## src/rtl/core/ssd_pkg.sv

```systemverilog
// shared types and constants of the spi sample stream decoder
package ssd_pkg;

  // configuration register indexes
  localparam int unsigned CfgIdxW = 8;
  localparam int unsigned CfgDataW = 8;
  localparam logic [CfgIdxW-1:0] REG_CLOCK_IDLE_HIGH      = 8'd0;
  localparam logic [CfgIdxW-1:0] REG_SAMPLE_TRAILING_EDGE = 8'd1;
  localparam logic [CfgIdxW-1:0] REG_LSB_FIRST_ORDER      = 8'd2;
  localparam logic [CfgIdxW-1:0] REG_WORD_BITS            = 8'd3;
  localparam logic [CfgIdxW-1:0] REG_USE_CHIP_SELECT      = 8'd4;
  localparam logic [CfgIdxW-1:0] REG_MOSI_PRESENT         = 8'd5;
  localparam logic [CfgIdxW-1:0] REG_MISO_PRESENT         = 8'd6;

  localparam int unsigned WordBitsW = 7;
  localparam logic [WordBitsW-1:0] WORD_BITS_RESET = 7'd8;

  // output and input field widths
  localparam int unsigned OutTimeW = 32;
  localparam int unsigned OutWordW = 64;
  localparam int unsigned InTimeW = 32;

  typedef struct packed {
    logic                 clock_idle_high;
    logic                 sample_trailing_edge;
    logic                 lsb_first_order;
    logic [WordBitsW-1:0] word_bits;
    logic                 use_chip_select;
    logic                 mosi_present;
    logic                 miso_present;
  } cfg_t;

  // operation handed from the front end to the back end
  typedef enum logic {
    OP_TAKE  = 1'b0,
    OP_FLUSH = 1'b1
  } op_kind_e;

  typedef struct packed {
    op_kind_e kind;
    logic     mosi_val;
    logic     miso_val;
  } op_t;

endpackage

```

## src/rtl/core/ssd_front.sv

```systemverilog
// front end: clock edge detection and sample classification
module ssd_front #(
  parameter int unsigned TIME_WIDTH = 32
) (
  input  logic                           clk_i,
  input  logic                           rst_ni,
  input  ssd_pkg::cfg_t                  cfg_i,
  input  logic                           in_valid_i,
  output logic                           in_ready_o,
  input  logic                           select_level_i,
  input  logic                           clk_level_i,
  input  logic                           mosi_level_i,
  input  logic                           miso_level_i,
  input  logic [ssd_pkg::InTimeW-1:0]    sample_time_i,
  input  logic                           queue_full_i,
  output logic                           push_o,
  output ssd_pkg::op_t                   push_op_o,
  output logic [TIME_WIDTH-1:0]          push_time_o
);

  logic last_clock_q, last_clock_d;
  logic accept;
  logic deselect;
  logic rose, fell, leading, trailing, take;

  assign in_ready_o = !queue_full_i;
  assign accept = in_valid_i && in_ready_o;
  assign deselect = cfg_i.use_chip_select && select_level_i;

  assign rose = !last_clock_q && clk_level_i;
  assign fell = last_clock_q && !clk_level_i;
  assign leading = cfg_i.clock_idle_high ? fell : rose;
  assign trailing = cfg_i.clock_idle_high ? rose : fell;
  assign take = cfg_i.sample_trailing_edge ? trailing : leading;

  always_comb begin
    last_clock_d = last_clock_q;
    push_o = 1'b0;
    push_op_o.kind = ssd_pkg::OP_TAKE;
    // absent lines read as zero
    push_op_o.mosi_val = cfg_i.mosi_present && mosi_level_i;
    push_op_o.miso_val = cfg_i.miso_present && miso_level_i;
    if (accept) begin
      if (deselect) begin
        last_clock_d = cfg_i.clock_idle_high;
        push_o = 1'b1;
        push_op_o.kind = ssd_pkg::OP_FLUSH;
      end else begin
        last_clock_d = clk_level_i;
        push_o = take;
      end
    end
  end

  assign push_time_o = TIME_WIDTH'(sample_time_i);

  always_ff @(posedge clk_i or negedge rst_ni) begin
    if (!rst_ni) begin
      last_clock_q <= 1'b0;
    end else begin
      last_clock_q <= last_clock_d;
    end
  end

endmodule

```

## src/rtl/core/ssd_queue.sv

```systemverilog
// short operation queue between front end and back end
module ssd_queue #(
  parameter int unsigned WIDTH = 8,
  parameter int unsigned DEPTH = 4
) (
  input  logic             clk_i,
  input  logic             rst_ni,
  input  logic             push_i,
  input  logic [WIDTH-1:0] wdata_i,
  output logic             full_o,
  input  logic             pop_i,
  output logic             valid_o,
  output logic [WIDTH-1:0] rdata_o
);

  localparam int unsigned PtrW = $clog2(DEPTH);
  localparam int unsigned CntW = $clog2(DEPTH + 1);

  logic [WIDTH-1:0] entry_q [DEPTH];
  logic [PtrW-1:0]  wr_ptr_q, wr_ptr_d;
  logic [PtrW-1:0]  rd_ptr_q, rd_ptr_d;
  logic [CntW-1:0]  count_q, count_d;

  assign full_o = (count_q == CntW'(DEPTH));
  assign valid_o = (count_q != '0);
  assign rdata_o = entry_q[rd_ptr_q];

  always_comb begin
    wr_ptr_d = wr_ptr_q;
    rd_ptr_d = rd_ptr_q;
    count_d = count_q;
    if (push_i) begin
      wr_ptr_d = (wr_ptr_q == PtrW'(DEPTH - 1)) ? '0 : wr_ptr_q + 1'b1;
    end
    if (pop_i) begin
      rd_ptr_d = (rd_ptr_q == PtrW'(DEPTH - 1)) ? '0 : rd_ptr_q + 1'b1;
    end
    if (push_i && !pop_i) begin
      count_d = count_q + 1'b1;
    end else if (!push_i && pop_i) begin
      count_d = count_q - 1'b1;
    end
  end

  always_ff @(posedge clk_i or negedge rst_ni) begin
    if (!rst_ni) begin
      wr_ptr_q <= '0;
      rd_ptr_q <= '0;
      count_q <= '0;
    end else begin
      wr_ptr_q <= wr_ptr_d;
      rd_ptr_q <= rd_ptr_d;
      count_q <= count_d;
    end
  end

  always_ff @(posedge clk_i) begin
    if (push_i) begin
      entry_q[wr_ptr_q] <= wdata_i;
    end
  end

`ifndef ASSERT_OFF
  a_count_range: assert property (@(posedge clk_i) disable iff (!rst_ni)
    count_q <= CntW'(DEPTH))
    else $error("queue count beyond depth");

  a_no_overflow: assert property (@(posedge clk_i) disable iff (!rst_ni)
    full_o |-> !push_i)
    else $error("push into full queue");

  a_no_underflow: assert property (@(posedge clk_i) disable iff (!rst_ni)
    pop_i |-> valid_o)
    else $error("pop from empty queue");
`endif

endmodule

```

## src/rtl/core/ssd_back.sv

```systemverilog
// back end: word assembly and output register
module ssd_back #(
  parameter int unsigned WORD_MAX   = 64,
  parameter int unsigned TIME_WIDTH = 32
) (
  input  logic                           clk_i,
  input  logic                           rst_ni,
  input  ssd_pkg::cfg_t                  cfg_i,
  input  logic                           op_valid_i,
  input  ssd_pkg::op_t                   op_i,
  input  logic [TIME_WIDTH-1:0]          op_time_i,
  output logic                           pop_o,
  output logic                           out_valid_o,
  input  logic                           out_ready_i,
  output logic [ssd_pkg::OutTimeW-1:0]   word_start_time_o,
  output logic [ssd_pkg::OutTimeW-1:0]   word_end_time_o,
  output logic [ssd_pkg::OutWordW-1:0]   mosi_word_o,
  output logic [ssd_pkg::OutWordW-1:0]   miso_word_o,
  output logic                           short_word_o
);

  localparam int unsigned CntW = $clog2(WORD_MAX + 1);
  localparam int unsigned PosW = $clog2(WORD_MAX);

  logic                  active_q, active_d;
  logic [WORD_MAX-1:0]   mosi_q, mosi_d, miso_q, miso_d;
  logic [CntW-1:0]       bits_q, bits_d;
  logic [TIME_WIDTH-1:0] begin_q, begin_d;

  logic [CntW-1:0]       len;
  logic [WORD_MAX-1:0]   mosi_base, miso_base, mosi_next, miso_next;
  logic [CntW-1:0]       bits_base, bits_next;
  logic [TIME_WIDTH-1:0] begin_base;
  logic [PosW-1:0]       pos;

  logic                  emit;
  logic                  emit_short;
  logic [TIME_WIDTH-1:0] emit_start;
  logic [WORD_MAX-1:0]   emit_mosi, emit_miso;

  logic                           out_valid_q, out_valid_d;
  logic [ssd_pkg::OutTimeW-1:0]   start_q, end_q;
  logic [ssd_pkg::OutWordW-1:0]   out_mosi_q, out_miso_q;
  logic                           short_q;

  // word length clamped into 1..WORD_MAX
  always_comb begin
    if (cfg_i.word_bits == '0) begin
      len = CntW'(1);
    end else if (cfg_i.word_bits > WORD_MAX) begin
      len = CntW'(WORD_MAX);
    end else begin
      len = CntW'(cfg_i.word_bits);
    end
  end

  // one operation per cycle unless a result waits at the output and is not taken
  assign pop_o = op_valid_i && (!out_valid_q || out_ready_i);

  // a sampling edge with no word open starts a fresh one at this time
  assign mosi_base = active_q ? mosi_q : '0;
  assign miso_base = active_q ? miso_q : '0;
  assign bits_base = active_q ? bits_q : '0;
  assign begin_base = active_q ? begin_q : op_time_i;
  assign pos = PosW'(bits_base);
  assign bits_next = bits_base + 1'b1;

  always_comb begin
    if (cfg_i.lsb_first_order) begin
      mosi_next = mosi_base | (WORD_MAX'(op_i.mosi_val) << pos);
      miso_next = miso_base | (WORD_MAX'(op_i.miso_val) << pos);
    end else begin
      mosi_next = {mosi_base[WORD_MAX-2:0], op_i.mosi_val};
      miso_next = {miso_base[WORD_MAX-2:0], op_i.miso_val};
    end
  end

  always_comb begin
    active_d = active_q;
    mosi_d = mosi_q;
    miso_d = miso_q;
    bits_d = bits_q;
    begin_d = begin_q;
    emit = 1'b0;
    emit_short = 1'b0;
    emit_start = begin_q;
    emit_mosi = mosi_q;
    emit_miso = miso_q;
    if (pop_o) begin
      case (op_i.kind)
        ssd_pkg::OP_FLUSH: begin
          emit = active_q && (bits_q != '0);
          emit_short = (bits_q != len);
          active_d = 1'b0;
          bits_d = '0;
          mosi_d = '0;
          miso_d = '0;
        end
        ssd_pkg::OP_TAKE: begin
          active_d = 1'b1;
          emit_start = begin_base;
          emit_mosi = mosi_next;
          emit_miso = miso_next;
          if (bits_next >= len) begin
            // full word: the next one starts at this edge
            emit = 1'b1;
            mosi_d = '0;
            miso_d = '0;
            bits_d = '0;
            begin_d = op_time_i;
          end else begin
            mosi_d = mosi_next;
            miso_d = miso_next;
            bits_d = bits_next;
            begin_d = begin_base;
          end
        end
        default: begin
          active_d = active_q;
        end
      endcase
    end
  end

  always_comb begin
    out_valid_d = out_valid_q;
    if (emit) begin
      out_valid_d = 1'b1;
    end else if (out_ready_i) begin
      out_valid_d = 1'b0;
    end
  end

  always_ff @(posedge clk_i or negedge rst_ni) begin
    if (!rst_ni) begin
      active_q <= 1'b0;
      bits_q <= '0;
      out_valid_q <= 1'b0;
    end else begin
      active_q <= active_d;
      bits_q <= bits_d;
      out_valid_q <= out_valid_d;
    end
  end

  always_ff @(posedge clk_i) begin
    mosi_q <= mosi_d;
    miso_q <= miso_d;
    begin_q <= begin_d;
    if (emit) begin
      start_q <= ssd_pkg::OutTimeW'(emit_start);
      end_q <= ssd_pkg::OutTimeW'(op_time_i);
      out_mosi_q <= ssd_pkg::OutWordW'(emit_mosi);
      out_miso_q <= ssd_pkg::OutWordW'(emit_miso);
      short_q <= emit_short;
    end
  end

  assign out_valid_o = out_valid_q;
  assign word_start_time_o = start_q;
  assign word_end_time_o = end_q;
  assign mosi_word_o = out_mosi_q;
  assign miso_word_o = out_miso_q;
  assign short_word_o = short_q;

`ifndef ASSERT_OFF
  a_bits_range: assert property (@(posedge clk_i) disable iff (!rst_ni)
    bits_q < CntW'(WORD_MAX))
    else $error("bit count reached word limit without emitting");

  a_idle_no_bits: assert property (@(posedge clk_i) disable iff (!rst_ni)
    !active_q |-> (bits_q == '0))
    else $error("bits held while no word is open");

  a_emit_shows: assert property (@(posedge clk_i) disable iff (!rst_ni)
    emit |=> out_valid_o)
    else $error("emitted word not presented");

  a_full_word_clears: assert property (@(posedge clk_i) disable iff (!rst_ni)
    (emit && !emit_short) |=> (bits_q == '0))
    else $error("bit count not cleared after word");
`endif

endmodule

```

## src/rtl/core/spi_sample_stream_decoder.sv

```systemverilog
// top level of the spi sample stream decoder
//
// Decodes a stream of logic-analyser samples (chip select, clock, mosi, miso,
// timestamp) into spi words using the configured polarity, phase, bit order
// and word length. One sample is accepted per clock cycle. Samples with no
// sampling edge and no deselect are consumed by the front end alone; the
// others become operations in a four-entry queue that the back end retires
// one per cycle, so the sustained rate is one sample per cycle as long as the
// output transfers are taken. A result reaches the output by way of the queue
// and the output register. When the output is stalled the queue fills and
// in_ready_o drops. Configuration writes are always accepted and must only
// be issued while the decoder is idle.
module spi_sample_stream_decoder #(
  parameter int unsigned WORD_MAX   = 64,
  parameter int unsigned TIME_WIDTH = 32
) (
  input  logic                          clk_i,
  input  logic                          rst_ni,
  input  logic                          cfg_valid_i,
  output logic                          cfg_ready_o,
  input  logic [ssd_pkg::CfgIdxW-1:0]   cfg_index_i,
  input  logic [ssd_pkg::CfgDataW-1:0]  cfg_data_i,
  input  logic                          in_valid_i,
  output logic                          in_ready_o,
  input  logic                          select_level_i,
  input  logic                          clk_level_i,
  input  logic                          mosi_level_i,
  input  logic                          miso_level_i,
  input  logic [ssd_pkg::InTimeW-1:0]   sample_time_i,
  output logic                          out_valid_o,
  input  logic                          out_ready_i,
  output logic [ssd_pkg::OutTimeW-1:0]  word_start_time_o,
  output logic [ssd_pkg::OutTimeW-1:0]  word_end_time_o,
  output logic [ssd_pkg::OutWordW-1:0]  mosi_word_o,
  output logic [ssd_pkg::OutWordW-1:0]  miso_word_o,
  output logic                          short_word_o
);

  localparam int unsigned OpW = $bits(ssd_pkg::op_t);
  localparam int unsigned QueueW = TIME_WIDTH + OpW;
  localparam int unsigned QueueDepth = 4;

  ssd_pkg::cfg_t cfg_q;

  logic                  push;
  ssd_pkg::op_t          push_op;
  logic [TIME_WIDTH-1:0] push_time;
  logic                  queue_full;
  logic                  pop;
  logic                  queue_valid;
  logic [QueueW-1:0]     queue_rdata;
  ssd_pkg::op_t          pop_op;
  logic [TIME_WIDTH-1:0] pop_time;

  assign cfg_ready_o = 1'b1;

  always_ff @(posedge clk_i or negedge rst_ni) begin
    if (!rst_ni) begin
      cfg_q.clock_idle_high <= 1'b0;
      cfg_q.sample_trailing_edge <= 1'b0;
      cfg_q.lsb_first_order <= 1'b0;
      cfg_q.word_bits <= ssd_pkg::WORD_BITS_RESET;
      cfg_q.use_chip_select <= 1'b1;
      cfg_q.mosi_present <= 1'b1;
      cfg_q.miso_present <= 1'b1;
    end else if (cfg_valid_i && cfg_ready_o) begin
      case (cfg_index_i)
        ssd_pkg::REG_CLOCK_IDLE_HIGH: begin
          cfg_q.clock_idle_high <= cfg_data_i[0];
        end
        ssd_pkg::REG_SAMPLE_TRAILING_EDGE: begin
          cfg_q.sample_trailing_edge <= cfg_data_i[0];
        end
        ssd_pkg::REG_LSB_FIRST_ORDER: begin
          cfg_q.lsb_first_order <= cfg_data_i[0];
        end
        ssd_pkg::REG_WORD_BITS: begin
          cfg_q.word_bits <= cfg_data_i[ssd_pkg::WordBitsW-1:0];
        end
        ssd_pkg::REG_USE_CHIP_SELECT: begin
          cfg_q.use_chip_select <= cfg_data_i[0];
        end
        ssd_pkg::REG_MOSI_PRESENT: begin
          cfg_q.mosi_present <= cfg_data_i[0];
        end
        ssd_pkg::REG_MISO_PRESENT: begin
          cfg_q.miso_present <= cfg_data_i[0];
        end
        default: begin
          cfg_q <= cfg_q;
        end
      endcase
    end
  end

  ssd_front #(
    .TIME_WIDTH (TIME_WIDTH)
  ) u_front (
    .clk_i          (clk_i),
    .rst_ni         (rst_ni),
    .cfg_i          (cfg_q),
    .in_valid_i     (in_valid_i),
    .in_ready_o     (in_ready_o),
    .select_level_i (select_level_i),
    .clk_level_i    (clk_level_i),
    .mosi_level_i   (mosi_level_i),
    .miso_level_i   (miso_level_i),
    .sample_time_i  (sample_time_i),
    .queue_full_i   (queue_full),
    .push_o         (push),
    .push_op_o      (push_op),
    .push_time_o    (push_time)
  );

  ssd_queue #(
    .WIDTH (QueueW),
    .DEPTH (QueueDepth)
  ) u_queue (
    .clk_i   (clk_i),
    .rst_ni  (rst_ni),
    .push_i  (push),
    .wdata_i ({push_time, push_op}),
    .full_o  (queue_full),
    .pop_i   (pop),
    .valid_o (queue_valid),
    .rdata_o (queue_rdata)
  );

  assign pop_op = ssd_pkg::op_t'(queue_rdata[OpW-1:0]);
  assign pop_time = queue_rdata[QueueW-1:OpW];

  ssd_back #(
    .WORD_MAX   (WORD_MAX),
    .TIME_WIDTH (TIME_WIDTH)
  ) u_back (
    .clk_i             (clk_i),
    .rst_ni            (rst_ni),
    .cfg_i             (cfg_q),
    .op_valid_i        (queue_valid),
    .op_i              (pop_op),
    .op_time_i         (pop_time),
    .pop_o             (pop),
    .out_valid_o       (out_valid_o),
    .out_ready_i       (out_ready_i),
    .word_start_time_o (word_start_time_o),
    .word_end_time_o   (word_end_time_o),
    .mosi_word_o       (mosi_word_o),
    .miso_word_o       (miso_word_o),
    .short_word_o      (short_word_o)
  );

endmodule

```

## config.mk

```make
export PLATFORM = sky130hd
export DESIGN_NAME = spi_sample_stream_decoder
export DESIGN_NICKNAME = d
export VERILOG_FILES = /design/src/rtl/core/ssd_pkg.sv /design/src/rtl/core/ssd_front.sv /design/src/rtl/core/ssd_queue.sv /design/src/rtl/core/ssd_back.sv /design/src/rtl/core/spi_sample_stream_decoder.sv
export SDC_FILE = /design/constraint.sdc
export NUM_CORES = 1
export LEC_CHECK = 0
export BUFFER_PORTS_ARGS = -buffer_cell sky130_fd_sc_hd__buf_4
export CORE_AREA = 2 2 205 187
export DETAILED_ROUTE_END_ITERATION = 16
export DIE_AREA = 0 0 207 189
export GPL_TIMING_DRIVEN = 0
export PLACE_DENSITY_LB_ADDON = 0.25
export SETUP_SLACK_MARGIN = 0.4
export SLEW_MARGIN = 20
export SYNTH_ARGS = -nofsm -noshare
export SYNTH_HDL_FRONTEND = slang
export SYNTH_HIERARCHICAL = 1
export SYNTH_SLANG_ARGS = --single-unit
```

## constraint.sdc

```tcl
create_clock -name clk_i -period 20.2 [get_ports clk_i]
set_input_delay 2.02 -clock clk_i [delete_from_list [all_inputs] [get_ports clk_i]]
set_output_delay 2.02 -clock clk_i [all_outputs]
set_load 0.01 [all_outputs]
```

# Yosys cells after proc, flatten, opt, wreduce, memory -nomap -nowiden
# Memory sizes are Yosys's and may differ from the RTL's.
# Index checks and enable logic that the tools add are counted.
[classes] addsub=5 order_cmp=2 eq_ne=10 shift=2 muxes=41 bitwise_logic=3 reduce_logical=32
[ops] operator="64-bit two-way mux" count=10
[ops] operator="64-bit case mux with 2 select lines" count=2
[ops] operator="32-bit two-way mux" count=4
[ops] operator="64-bit bitwise OR" count=2
[ops] operator="1-bit by 6-bit left shift with 64-bit output" count=2
[ops] operator="7-bit two-way mux" count=4
[ops] operator="8-bit by 3-bit equality test with 1-bit output, second input constant" count=3
[ops] operator="2-bit AND reduction" count=9
[ops] operator="8-bit by 2-bit equality test with 1-bit output, second input constant" count=2
[ops] operator="1-bit two-way mux" count=14
[ops] operator="7-bit case mux with 2 select lines" count=1
[ops] operator="1-bit logical AND" count=10
[ops] operator="8-bit by 1-bit equality test with 1-bit output, second input constant" count=1
[ops] operator="8-bit zero test" count=1
[ops] operator="7-bit by 1-bit adder with 7-bit output, second input constant" count=1
[ops] operator="7-bit >= comparator" count=1
[ops] operator="7-bit > comparator, second input constant" count=1
[ops] operator="7-bit zero test" count=1
[ops] operator="7-bit != test" count=1
[ops] operator="7-bit nonzero test" count=1
[ops] operator="1-bit zero test" count=6
[ops] operator="3-bit two-way mux" count=2
[ops] operator="2-bit by 1-bit adder with 2-bit output, second input constant" count=2
[ops] operator="2-bit equality test, second input constant" count=2
[ops] operator="other kinds (9)" count=12
[word_totals] register_bits=383 ram_bits=140 inputBits=57 output_inout_bits=196 elab_cells=118 mem_count=1
[mem_list] memory="u_queue.entry_q" words=4 width=35 read_ports=1 rd_clocked_by_memory_dff=0 write_ports=1 line_no="ssd_queue.sv:19" source="logic [WIDTH-1:0] entry_q [DEPTH];"

# Longest topological paths before layout
# Gate-level depths: netlist (run 1).
[logic_depth] ltp_word=10 ltp_mapped=17 mapped_depth_nobuf=11

# Modules after synthesis
# Netlist (run 1), hierarchy kept.
[by_module_without_submodules] mod="ssd_back" n_inst=1 cells_per_inst=1431 area_each_um2=16982.5 seq_area_each_um2=10825.4
[by_module_without_submodules] mod="ssd_queue" n_inst=1 cells_per_inst=220 area_each_um2=5522.8 seq_area_each_um2=4379.2
[by_module_without_submodules] mod="spi_sample_stream_decoder" n_inst=1 cells_per_inst=42 area_each_um2=595.6 seq_area_each_um2=330.3
[by_module_without_submodules] mod="ssd_front" n_inst=1 cells_per_inst=47 area_each_um2=350.3 seq_area_each_um2=25.0

# Worst setup path before layout (run 1)
# No wires, ideal clock.
[synth_path] path_kind="input-to-reg" from="input port out_ready_i" to="register u_back.out_miso_q, in the netlist u_back/miso_word_o[0], enable pin" setup_ps=578 arrival_time_ps=8824 required_ps=19622 slack_ps=10798 stages=4 n_path_buf=0 path_cell_list="nand2b_1 nand2_1 clkinv_1 and3_1"
[synth_via] elab_chain_len=3
[synth_rtl] element="start, declared" line_no="spi_sample_stream_decoder.sv:31" source="input logic out_ready_i,"
[synth_rtl] element="1-bit logical OR" line_no="ssd_back.sv:58" source="assign pop_o = op_valid_i && (!out_valid_q || out_ready_i);"
[synth_rtl] element="1-bit logical AND" line_no="ssd_back.sv:58"
[synth_rtl] element="named net pop" line_no="spi_sample_stream_decoder.sv:49" source="logic pop;"
[synth_rtl] element="1-bit two-way mux" line_no="ssd_back.sv:89" source="if (pop_o) begin"
[synth_rtl] element="named net u_back.emit" line_no="ssd_back.sv:36" source="logic emit;"
[synth_rtl] element="end signal, assigned" line_no="ssd_back.sv:154" source="out_miso_q <= ssd_pkg::OutWordW'(emit_miso);"
[synth_rtl] element="end, declared" line_no="ssd_back.sv:43" source="logic [ssd_pkg::OutWordW-1:0] out_mosi_q, out_miso_q;"
# The timed path passes the listed nets, and every way through them passes these cells.
# A chain may end at the register's enable or synchronous reset.

# Worst setup path after layout (run 1)
[layout_path] from="register u_back.active_q" to="register u_back.end_q, in the netlist u_back/word_end_time_o[16], enable pin"
[layout_via] elab_chain_len=6 elab_cells_between_ends=7 cone_classes="1 x add/sub; 1 x order compare; 4 x mux; 1 x reduce/logical"
[layout_rtl] element="start, declared" line_no="ssd_back.sv:25" source="logic active_q, active_d;"
[layout_rtl] element="start signal, assigned" line_no="ssd_back.sv:140" source="active_q <= active_d;"
[layout_rtl] element="7-bit two-way mux" line_no="ssd_back.sv:63" source="assign bits_base = active_q ? bits_q : '0;"
[layout_rtl] element="7-bit by 1-bit adder with 7-bit output" line_no="ssd_back.sv:66" source="assign bits_next = bits_base + 1'b1;"
[layout_rtl] element="7-bit >= comparator" line_no="ssd_back.sv:104" source="if (bits_next >= len) begin"
[layout_rtl] element="1-bit two-way mux" line_no="ssd_back.sv:104"
[layout_rtl] element="1-bit case mux with 2 select lines (*)" line_no="ssd_back.sv:90" source="case (op_i.kind)"
[layout_rtl] element="1-bit two-way mux (*)" line_no="ssd_back.sv:89"
[layout_rtl] element="named net u_back.emit" line_no="ssd_back.sv:36"
[layout_rtl] element="end signal, assigned" line_no="ssd_back.sv:152" source="end_q <= ssd_pkg::OutTimeW'(op_time_i);"
[layout_rtl] element="end, declared" line_no="ssd_back.sv:42" source="logic [ssd_pkg::OutTimeW-1:0] start_q, end_q;"
# The timed path passes the listed nets; every way through them passes the cells marked *.

==> results.cfg, run 1 <==
[timing]
clock.fmax_mhz = 190
setup_tns_ns = 0
period_minus_slack_ns = 5.27
setup_viol = 0
tightest_slew_ns = 1.19
min_period_over_period = 0.261
finalHoldViolations = 0
drv_slew = 0
slew_headroom = 0.199
skew_ns = 0.0135
rsz0062_at_grt = false

[synth]
post-synth-top-count-cell = edfxtp_1
synth.top_cell.area_share = 0.631
ys.flop_type = edfxtp_1
ys_warn_count = 6
ys_types = 69
syn_area_per_cell_um2 = 13.5
synth_edf_count = 493
synthesis.nets = 1812
synthTopCellsByCount = edfxtp_1 (493), nor2_1 (262), nand2_1 (148)
synthTopCellsByArea = edfxtp_1 (63%), mux2i_1 (4.9%), nor2_1 (4.2%)
async_reset_ff_frac = 0.0574
synth_area_leader_cell = edfxtp_1
synth_area_um2 = 23500
synth_cells = 1740
ys_seq_area_frac = 0.664
ys_ff_latch = 523

[setup_path]
worstReg2RegEnd = u_back/word_end_time_o[16]$_DFFE_PP_
crit_required_ns = 20.46
slowest_stage = and3_4
cp_max_fo = 59
path_buf_inv = 7
ff2ff_setup_slack_ns = 14.93
cp-start-kind = flip-flop
cp_top_family = buffers and inverters
crit_type = reg2reg
worstPathCellList = buf_4 > buf_2 > clkbuf_1 > and2_1 > ha_1 > nand3_1 > nor2_1 > xor2_1 > and2_1 > ha_1 > a41oi_1 > o21ai_1 > a211o_1 > clkbuf_1 > buf_2 > and3_4 > buf_16 > buf_16
arrival_ns = 5.53
critPathMaxStageDelay_ns = 0.53
endpoint_kind = flip-flop
r2r-start = u_back/active_q$_DFFE_PN0P_
rr_worst_depth = 18

[power]
comb_power_share = 0.373
p_seq_frac = 0.428
switching_share = 0.356
powerDensity_nw_per_um2 = 171
power_uw = 4710
switching_power_uw = 1680
intPower_uw = 3030
p_leak_uw = 0.00980
ir_worst_vdd_v = 0.0000952
pwr-share-clk = 0.199

[floorplanning]
dieArea_um2 = 39100
die_x_um = 207
design.core.area_um2 = 36900
row_count = 67
num_io_pins = 253
initial_core_util = 0.636
die_h_um = 189

[global_route]
gr-usage-met2 = 0.451
gr-usage-met3 = 0.0607
busiest_layer = met2
grt_pass1_vias = 15300
grt_pass1_wl_um = 88400
grt_usage = 0.295
use_met1 = 0.421
grt_max_degree = 79
antenna_found_initial = 2
grt_overflow = 0

[final_layout]
final_design_area_no_fill_um2 = 27600
drive_gt1_frac = 0.256
num_antenna_cells = 0
layout.area.seq_um2 = 15600
syn2layout_area_growth_pct = 17.7
multi_input_area_um2 = 6980
fin_nets = 2093
nFillCells = 2354

[clocking]
clock_latency_ns = 0.60
cts_tree = yes
clk_path_buf_depth = 3
ctsResizeCount = 0
cts.htree.levels = 2
cts_made_buffers = 51
post_cts_buffers = 0
clockRootBuffer = clkbuf_16
clk_pin_slew_ns = 0.07
hold_buffers = 0
cts.sinks = 523

[detailed_routing]
vias_per_cell = 6.15
route.detailed.drc = 0
drtIter0Drc = 1919
wire_per_inst_um = 22.8
ant_nets = 0
vias = 15700
drt_wl_total_um = 58000
firstDrtPassIters = 5

[outcome]
status = finished, final reports clean

[placed_design]
io_buffers = 218
gp_congestion = 0.923
post_dp_cell_area_um2 = 25900
place.detailed.hpwl_um = 38800

[min_path]
min_from = u_queue/count_q[2]$_DFFE_PN0P_
min_path_type = reg2reg
hold-path-endpoint = u_queue/count_q[2]$_DFFE_PN0P_
whs_path_depth = 1

[run]
max-cap-violations = 0
[power groups by stage]
stage / Sequential (uW) / Clock [uW] / Combinational, uW
5_1_grt: 2060 / 995 / 1880
6_report: 2020 / 938 / 1760
3_5_place_dp: 2030 / 0 / 1730
4_1_cts: 2020 / 952 / 1750
3_3_place_gp: 2120 / 0 / 1630
2_1_floorplan: 2150 / 0 / 879
[routing by layer]
metal | wire length (um) | share of wire
met1 | 23000 | 0.40
met3 | 6090 | 0.11
met2 | 26800 | 0.46
met5 | 25 | 0.00043
met4 | 2030 | 0.035
[flip-flops by register name (all words and copies together), names as in the netlist, 2 cells and up]
name,flops
u_queue/entry_q,140
u_back/miso_q,64
u_back/miso_word_o,64
u_back/mosi_q,64
u_back/mosi_word_o,64
u_back/begin_q,32
u_back/word_end_time_o,32
u_back/word_start_time_o,32
cfg_q,13
u_back/bits_q,7
u_queue/count_q,3
u_queue/rd_ptr_q,2
u_queue/wr_ptr_q,2
[cells in the final DEF (no fill, tap or decap), drive strengths merged, types with 4 or more instances in the layout]
cell type	netlist	routed
inv	25	28
o21ai	136	136
nand2b	10	10
nor2	263	263
nor3b	5	5
ha	14	14
mux2	82	82
nor2b	4	4
clkinv	1	26
nand2	148	148
nand3b	7	7
dfrtp	26	26
nand3	9	9
xnor2	6	6
a21oi	110	110
nor4	6	6
o311ai	14	14
edfxtp	493	493
xor2	6	6
clkbuf	42	99
and2	17	17
nor3	7	7
buf	100	328
dfstp	4	4
mux4	35	35
o211ai	14	14
bufinv	0	5
mux2i	114	114
clkinvlp	0	4
[final cells by class]
type                    count  share of cell area
flip-flops and latches    523               0.564
multi-input cells        1049               0.253
repair buffers            228              0.0679
clock buffers              57              0.0478
plain buffers             142              0.0300
well taps                 483              0.0219
clock inverters            37              0.0120
inverters                  26             0.00372
[worst max-delay path by stage]
stage                           startpoint                                endpoint  slack [ns]  depth (start not counted)
2_1_floorplan                  out_ready_i         u_back/miso_word_o[0]$_DFFE_PP_       10.80                          4
3_3_place_gp                   out_ready_i  u_back/word_start_time_o[28]$_DFFE_PP_        7.92                          5
3_5_place_dp   u_back/active_q$_DFFE_PN0P_    u_back/word_end_time_o[16]$_DFFE_PP_       15.11                         18
4_1_cts        u_back/active_q$_DFFE_PN0P_    u_back/word_end_time_o[16]$_DFFE_PP_       15.05                         18
5_1_grt        u_back/active_q$_DFFE_PN0P_    u_back/word_end_time_o[16]$_DFFE_PP_       14.72                         18
6_report       u_back/active_q$_DFFE_PN0P_    u_back/word_end_time_o[16]$_DFFE_PP_       14.93                         18
[through the flow]
| step | worst slack [ns] | std cells | hold WS, ns | util |
|---|---|---|---|---|
| 2_1_floorplan | 10.80 | 1740 | 0.449 | - |
| 3_3_place_gp | 7.92 | 2441 | 0.473 | 0.697 |
| 3_5_place_dp | 15.11 | 2451 | 0.467 | 0.703 |
| 4_1_cts | 15.05 | 2545 | 0.478 | 0.748 |
| 5_1_grt | 14.72 | 2545 | 0.488 | 0.748 |
| 6_report | 14.93 | 2545 | 0.480 | 0.748 |
[logic make-up after synthesis]
family          synth area share
compound gates            0.0719
buf+inv                   0.0394
mux                        0.123
fa+ha+maj                0.00832
xor+xnor                 0.00448
flops                      0.664
simple gates              0.0894
other cells             0.000160
No activity file was read; power rests on OpenSTA's default activity.
==> inputs of run 2 (changes only) <==
--- a/config.mk
+++ b/config.mk
@@ -6,9 +6,9 @@
 export NUM_CORES = 1
 export LEC_CHECK = 0
 export BUFFER_PORTS_ARGS = -buffer_cell sky130_fd_sc_hd__buf_4
-export CORE_AREA = 2 2 205 187
+export CORE_AREA = 2 2 225 205
 export DETAILED_ROUTE_END_ITERATION = 16
-export DIE_AREA = 0 0 207 189
+export DIE_AREA = 0 0 227 207
 export GPL_TIMING_DRIVEN = 0
 export PLACE_DENSITY_LB_ADDON = 0.25
 export SETUP_SLACK_MARGIN = 0.4
==> constraint.sdc (replaced) <==
create_clock -name clk_i -period 4.25 [get_ports clk_i]
set_input_delay 0.425 -clock clk_i [delete_from_list [all_inputs] [get_ports clk_i]]
set_output_delay 0.425 -clock clk_i [all_outputs]
set_load 0.01 [all_outputs]
==> run 2 against run 1 <==
Effect of this change:
- routed wire length is 2.0% higher
- final cell count rose by 6.2%
- power rose to 5.0 times the previous value
- sequential share of layout area down 1.6 points
- fmax grew 42%
- via count is 0.53% lower
- combinational power rose to 5.0 times the previous value
- clock skew is 0.0052 ns higher
- sequential power grew to 4.7 times the previous value
- first-iteration DRC count shrank 15%
- sequential cell count is the same
- clock power grew to 5.3 times the previous value
- largest cell class unchanged
- highest routed layer is now met4
==> results.cfg, run 2 (same netlist as run 1, synthesis figures left out) <==
[setup_path]
rr_worst_depth = 17
r2r-start = u_back/active_q$_DFFE_PN0P_
crit_type = reg2reg
endpoint_kind = flip-flop
crit_required_ns = 4.55
cp-start-kind = flip-flop
arrival_ns = 4.02
cp_max_fo = 31
worstReg2RegEnd = u_back/miso_word_o[23]$_DFFE_PP_
cp-startpoint = u_back/active_q$_DFFE_PN0P_
ff2ff_setup_slack_ns = 0.53

[detailed_routing]
wire_per_inst_um = 21.9
vias_per_cell = 5.76
vias = 15600
drt_wl_total_um = 59100
firstDrtPassIters = 6
drtIter0Drc = 1640
ant_nets = 0
route.detailed.drc = 0

[timing]
drv_slew = 0
slew_headroom = 0.123
setup_viol = 0
period_minus_slack_ns = 3.72
setup_slack_ns = 0.529
clock.fmax_mhz = 269
tightest_slew_ns = 1.30
min_period_over_period = 0.876
skew_ns = 0.0187
whs_ns = 0.0234
rsz0062_at_grt = false
finalHoldViolations = 0

[min_path]
min_from = sample_time_i[3]
whs_path_depth = 1
min_path_type = in2reg
hold-path-endpoint = u_queue/entry_q[0][6]$_DFFE_PP_

[outcome]
status = finished, final reports clean

[clocking]
clk_path_buf_depth = 3
clockRootBuffer = clkbuf_16
clock_latency_ns = 0.61
cts.sinks = 523
cts.htree.levels = 2
cts_tree = yes
cts_made_buffers = 53
clk_pin_slew_ns = 0.06

[final_layout]
multi_input_area_um2 = 7040
nFillCells = 3382
regMostFlops = u_queue/entry_q
layout.area.seq_um2 = 15600
num_antenna_cells = 0
drive_gt1_frac = 0.267
final_cell_mix = edfxtp_1 (493), buf_4 (263), nor2_1 (261)
fin_nets = 2123
syn2layout_area_growth_pct = 21.2
largest_reg_flops = 140
layout_commonest_cell = edfxtp_1

[floorplanning]
row_count = 74
num_io_pins = 253
design.core.area_um2 = 44800
die_x_um = 227
dieArea_um2 = 47000
initial_core_util = 0.523
die_h_um = 207

[global_route]
grt_usage = 0.247
grt_overflow = 0
grt_max_degree = 142
antenna_found_initial = 0
grt_pass1_vias = 15100
grt_pass1_wl_um = 88500

[placed_design]
gp_congestion = 0.905
place.detailed.hpwl_um = 39600
pre_cts_ws_ns = -0.141
io_buffers = 218

[power]
powerDensity_nw_per_um2 = 821
ir_worst_vdd_v = 0.000596
p_leak_uw = 0.0101

[run]
max-cap-violations = 0
==> run 2: cell count changes in the layout (fill, tap and decap cells not counted), moves of 3 or more <==
cell           delta
and2_1            -3
buf_2             -4
buf_4             +9
bufinv_16         +7
clkbuf_1          -3
clkbuf_16         +3
dlygate4sd3_1    +14
==> run 2: routing by layer <==
layer	vias to the layer above	GRT usage	wire length [um]
li1	7057	-	-
met1	7729	0.349	24500
met2	681	0.380	27500
met3	114	0.0545	5180
met4	0	0.0883	1990
met5	-	0	0
==> run 2: layout make-up <==
class                      count  area share
multi-input combinational   1050       0.248
clock buffer                  57      0.0472
inverter                      26     0.00392
clock inverter                42      0.0186
tap                          608      0.0268
timing repair buffer         255      0.0773
buffer                       142      0.0307
sequential                   523       0.548
==> run 2: critical path, stage by stage, from the launching register on <==
cell and delay (ns):
dfrtp_1 0.39, buf_6 0.13, buf_12 0.14, buf_8 0.13
and2_4 0.14, ha_4 0.16, nand3_2 0.09, nor2_2 0.05
xor2_1 0.16, and2_4 0.19, ha_4 0.26, and4_2 0.24
a211o_1 0.14, buf_4 0.17, buf_6 0.19, and3_4 0.27
buf_4 0.28, clkbuf_16 0.28
==> run 2: metrics by stage <==
step | instances | TNS, ns | util | power (uW) | cell area [um2]
2_1_floorplan | 1740 | -185.98 | - | 14300 | 23500
3_5_place_dp | 2575 | -5.90 | 0.583 | 17900 | 26100
4_1_cts | 2695 | 0 | 0.631 | 23300 | 28300
3_3_place_gp | 2566 | -486.00 | 0.578 | 17500 | 25900
6_report | 2703 | 0 | 0.634 | 23300 | 28400
5_1_grt | 2703 | 0 | 0.634 | 24500 | 28400
==> run 2: worst max path at each step <==
stage | to | cells past startpoint
2_1_floorplan | u_back/miso_word_o[0]$_DFFE_PP_ | 15
3_3_place_gp | u_back/mosi_word_o[47]$_DFFE_PP_ | 5
3_5_place_dp | u_back/mosi_word_o[47]$_DFFE_PP_ | 18
4_1_cts | u_back/mosi_word_o[57]$_DFFE_PP_ | 17
5_1_grt | u_back/word_start_time_o[30]$_DFFE_PP_ | 19
6_report | u_back/miso_word_o[23]$_DFFE_PP_ | 17
==> run 2: power by group <==
group | internal [uW] | switching [uW] | leakage, uW
Clock | 3010 | 1970 | 0.000901
Combinational | 3570 | 5190 | 0.00401
Sequential | 8630 | 949 | 0.00517
==> run 2: timing repair <==
| item | 4_1_cts | 5_1_grt |
|---|---|---|
| hold endpoints to repair | 68 | 0 |
| setup buffers | 3 | 6 |
| hold buffers | 14 | 0 |
| setup endpoints to repair | 173 | 186 |
| cloned | 4 | 2 |
| pin swaps | 0 | 3 |
| resized for setup | 8 | 11 |
==> inputs of run 3 (changes only) <==
--- a/config.mk
+++ b/config.mk
@@ -6,9 +6,9 @@
 export NUM_CORES = 1
 export LEC_CHECK = 0
 export BUFFER_PORTS_ARGS = -buffer_cell sky130_fd_sc_hd__buf_4
-export CORE_AREA = 2 2 225 205
+export CORE_AREA = 2 2 214 195
 export DETAILED_ROUTE_END_ITERATION = 16
-export DIE_AREA = 0 0 227 207
+export DIE_AREA = 0 0 216 197
 export GPL_TIMING_DRIVEN = 0
 export PLACE_DENSITY_LB_ADDON = 0.25
 export SETUP_SLACK_MARGIN = 0.4
==> constraint.sdc (replaced) <==
create_clock -name clk_i -period 3.65 [get_ports clk_i]
set_input_delay 0.365 -clock clk_i [delete_from_list [all_inputs] [get_ports clk_i]]
set_output_delay 0.365 -clock clk_i [all_outputs]
set_load 0.01 [all_outputs]
==> run 3 against run 2 <==
Effect of this change:
- first-iteration DRC count up 16%
- largest power group is now combinational cells
- combinational power up 31%
- global-route usage up 3.3 points
- hold slack better by 0.018 ns
- routed wire length up 3.6%
- critical endpoint is now u_back/mosi_word_o[12]$_DFFE_PP_
- sequential cell count unchanged
==> results.cfg, run 3 (same netlist as run 1, synthesis figures left out) <==
[outcome]
status = finished, final reports clean

[final_layout]
syn2layout_area_growth_pct = 24.7
final_cell_mix = edfxtp_1 (493), buf_4 (270), nor2_1 (258)
layout_commonest_cell = edfxtp_1
fin_nets = 2175
final_design_area_no_fill_um2 = 29200
regMostFlops = u_queue/entry_q
num_antenna_cells = 0
nFillCells = 2684
largest_reg_flops = 140
fin_util = 0.726
drive_gt1_frac = 0.282

[setup_path]
critPathMaxStageDelay_ns = 0.39
crit_top_cell = buf_12
slowest_stage = dfrtp_1
path_buf_inv = 8
arrival_ns = 3.77
cp-startpoint = u_back/active_q$_DFFE_PN0P_
cp-start-kind = flip-flop
worstReg2RegEnd = u_back/mosi_word_o[12]$_DFFE_PP_
rr_worst_depth = 19
worstSetupEndpoint = u_back/mosi_word_o[12]$_DFFE_PP_
crit_type = reg2reg
r2r-start = u_back/active_q$_DFFE_PN0P_
cp.depth = 19
endpoint_kind = flip-flop
ff2ff_setup_slack_ns = 0.26
cp_max_fo = 6
cp_top_family = buffers and inverters
crit_required_ns = 4.03
worstPathCellList = buf_6 > buf_12 > clkbuf_16 > and2_4 > ha_4 > nand3_4 > nor2_4 > xor2_2 > and2_4 > ha_4 > a41oi_4 > o21ai_4 > a211o_1 > clkbuf_8 > buf_12 > and3_4 > buf_6 > buf_12 > clkbuf_16

[detailed_routing]
wire_per_inst_um = 22.8
vias_per_cell = 5.99
ant_nets = 0
drt_wl_total_um = 61300
route.detailed.drc = 0
vias = 16100
drtIter0Drc = 1901
firstDrtPassIters = 5

[timing]
setup_slack_ns = 0.261
period_minus_slack_ns = 3.39
finalHoldViolations = 0
skew_ns = 0.0206
rsz0062_at_grt = true
drv_slew = 0
slew_headroom = 0.164
min_period_over_period = 0.929
clock.fmax_mhz = 295
tightest_slew_ns = 1.24
setup_viol = 0
setup_tns_ns = 0

[floorplanning]
row_count = 70
dieArea_um2 = 42600
die_x_um = 216
die_h_um = 197
num_io_pins = 253
design.core.area_um2 = 40300
initial_core_util = 0.582

[clocking]
cts.sinks = 523
clk_pin_slew_ns = 0.06
cts.htree.levels = 2
cts_tree = yes
clk_path_buf_depth = 3
clock_latency_ns = 0.62
cts_made_buffers = 52
clockRootBuffer = clkbuf_16

[global_route]
grt_usage = 0.280
grt_max_degree = 142
grt_overflow = 0
antenna_found_initial = 1
grt_pass1_vias = 15500
grt_pass1_wl_um = 90400

[placed_design]
pre_cts_ws_ns = -0.757
place.detailed.hpwl_um = 38800
post_dp_cell_area_um2 = 26000
gp_congestion = 0.963
io_buffers = 218

[power]
powerDensity_nw_per_um2 = 963
power_uw = 28200
ir_worst_vdd_v = 0.000593
p_leak_uw = 0.0105

[min_path]
min_from = cfg_data_i[0]
min_path_type = in2reg

[run]
max-cap-violations = 0
## run 3: cell types whose count changed in the layout (fill, tap and decap cells not counted), sizes merged
cell / previous run / this run
bufbuf: 2 / 0
bufinv: 12 / 9
clkinv: 27 / 18
clkinvlp: 4 / 6
inv: 25 / 27
dlygate4sd3: 14 / 39
clkbuf: 101 / 117
buf: 337 / 355
## run 3: cell type report
cell class                      count  area [um2]  share of cell area
Sequential cell                   523       15600               0.532
Multi-Input combinational cell   1050        7150               0.245
Timing Repair Buffer              308        2960               0.101
Clock buffer                       61        1360              0.0463
Buffer                            142        1010              0.0346
Tap cell                          540         676              0.0231
Clock inverter                     34         405              0.0139
Inverter                           26         124             0.00424
## run 3: worst min path at each step
stage	end	slack (ns)	depth (start not counted)
2_1_floorplan	cfg_q[10]$_DFFE_PN0P_	0.07	0
3_3_place_gp	cfg_q[8]$_DFFE_PN0P_	0.34	1
3_5_place_dp	cfg_q[8]$_DFFE_PN0P_	0.34	1
4_1_cts	cfg_q[0]$_DFFE_PN1P_	0.02	2
5_1_grt	cfg_q[0]$_DFFE_PN1P_	0.04	2
6_report	cfg_q[0]$_DFFE_PN1P_	0.04	2
## run 3: per-layer routing
layer	part of all wire	global-route usage	vias up
met3	0.10	0.0725	112
met2	0.47	0.441	819
met5	0	0	-
met1	0.39	0.382	7990
li1	-	-	7154
met4	0.033	0.0999	0
## run 3: report_power, final
group          switching (uW)  total, uW  internal, uW
registers                1110      11200         10000
clock network            2310       5550          3230
logic                    6420      11500          5040
total                    9850      28200         18300
## run 3: worst register-to-register path, stage by stage, from the launching register on
cell	delay (ns)
dfrtp_1	0.39
buf_6	0.13
buf_12	0.12
clkbuf_16	0.14
and2_4	0.14
ha_4	0.16
nand3_4	0.10
nor2_4	0.04
xor2_2	0.16
and2_4	0.18
ha_4	0.23
a41oi_4	0.17
o21ai_4	0.08
a211o_1	0.24
clkbuf_8	0.15
buf_12	0.12
and3_4	0.20
buf_6	0.14
buf_12	0.13
clkbuf_16	0.15
## run 3: metrics by stage
stage / hold WS [ns] / cells
2_1_floorplan: 0.0694 / 1740
3_3_place_gp: 0.337 / 2498
3_5_place_dp: 0.344 / 2506
4_1_cts: 0.0197 / 2664
5_1_grt: 0.0389 / 2684
6_report: 0.0419 / 2684
## run 3: what timing repair did
item                                    4_1_cts  5_1_grt
hold buffers                                 39        0
endpoints found under the setup margin      542      381
cloned                                        8       13
gates resized for setup                      50       62
endpoints found under the hold margin       160        0
pin swaps                                     6        2
setup buffers                                16        7
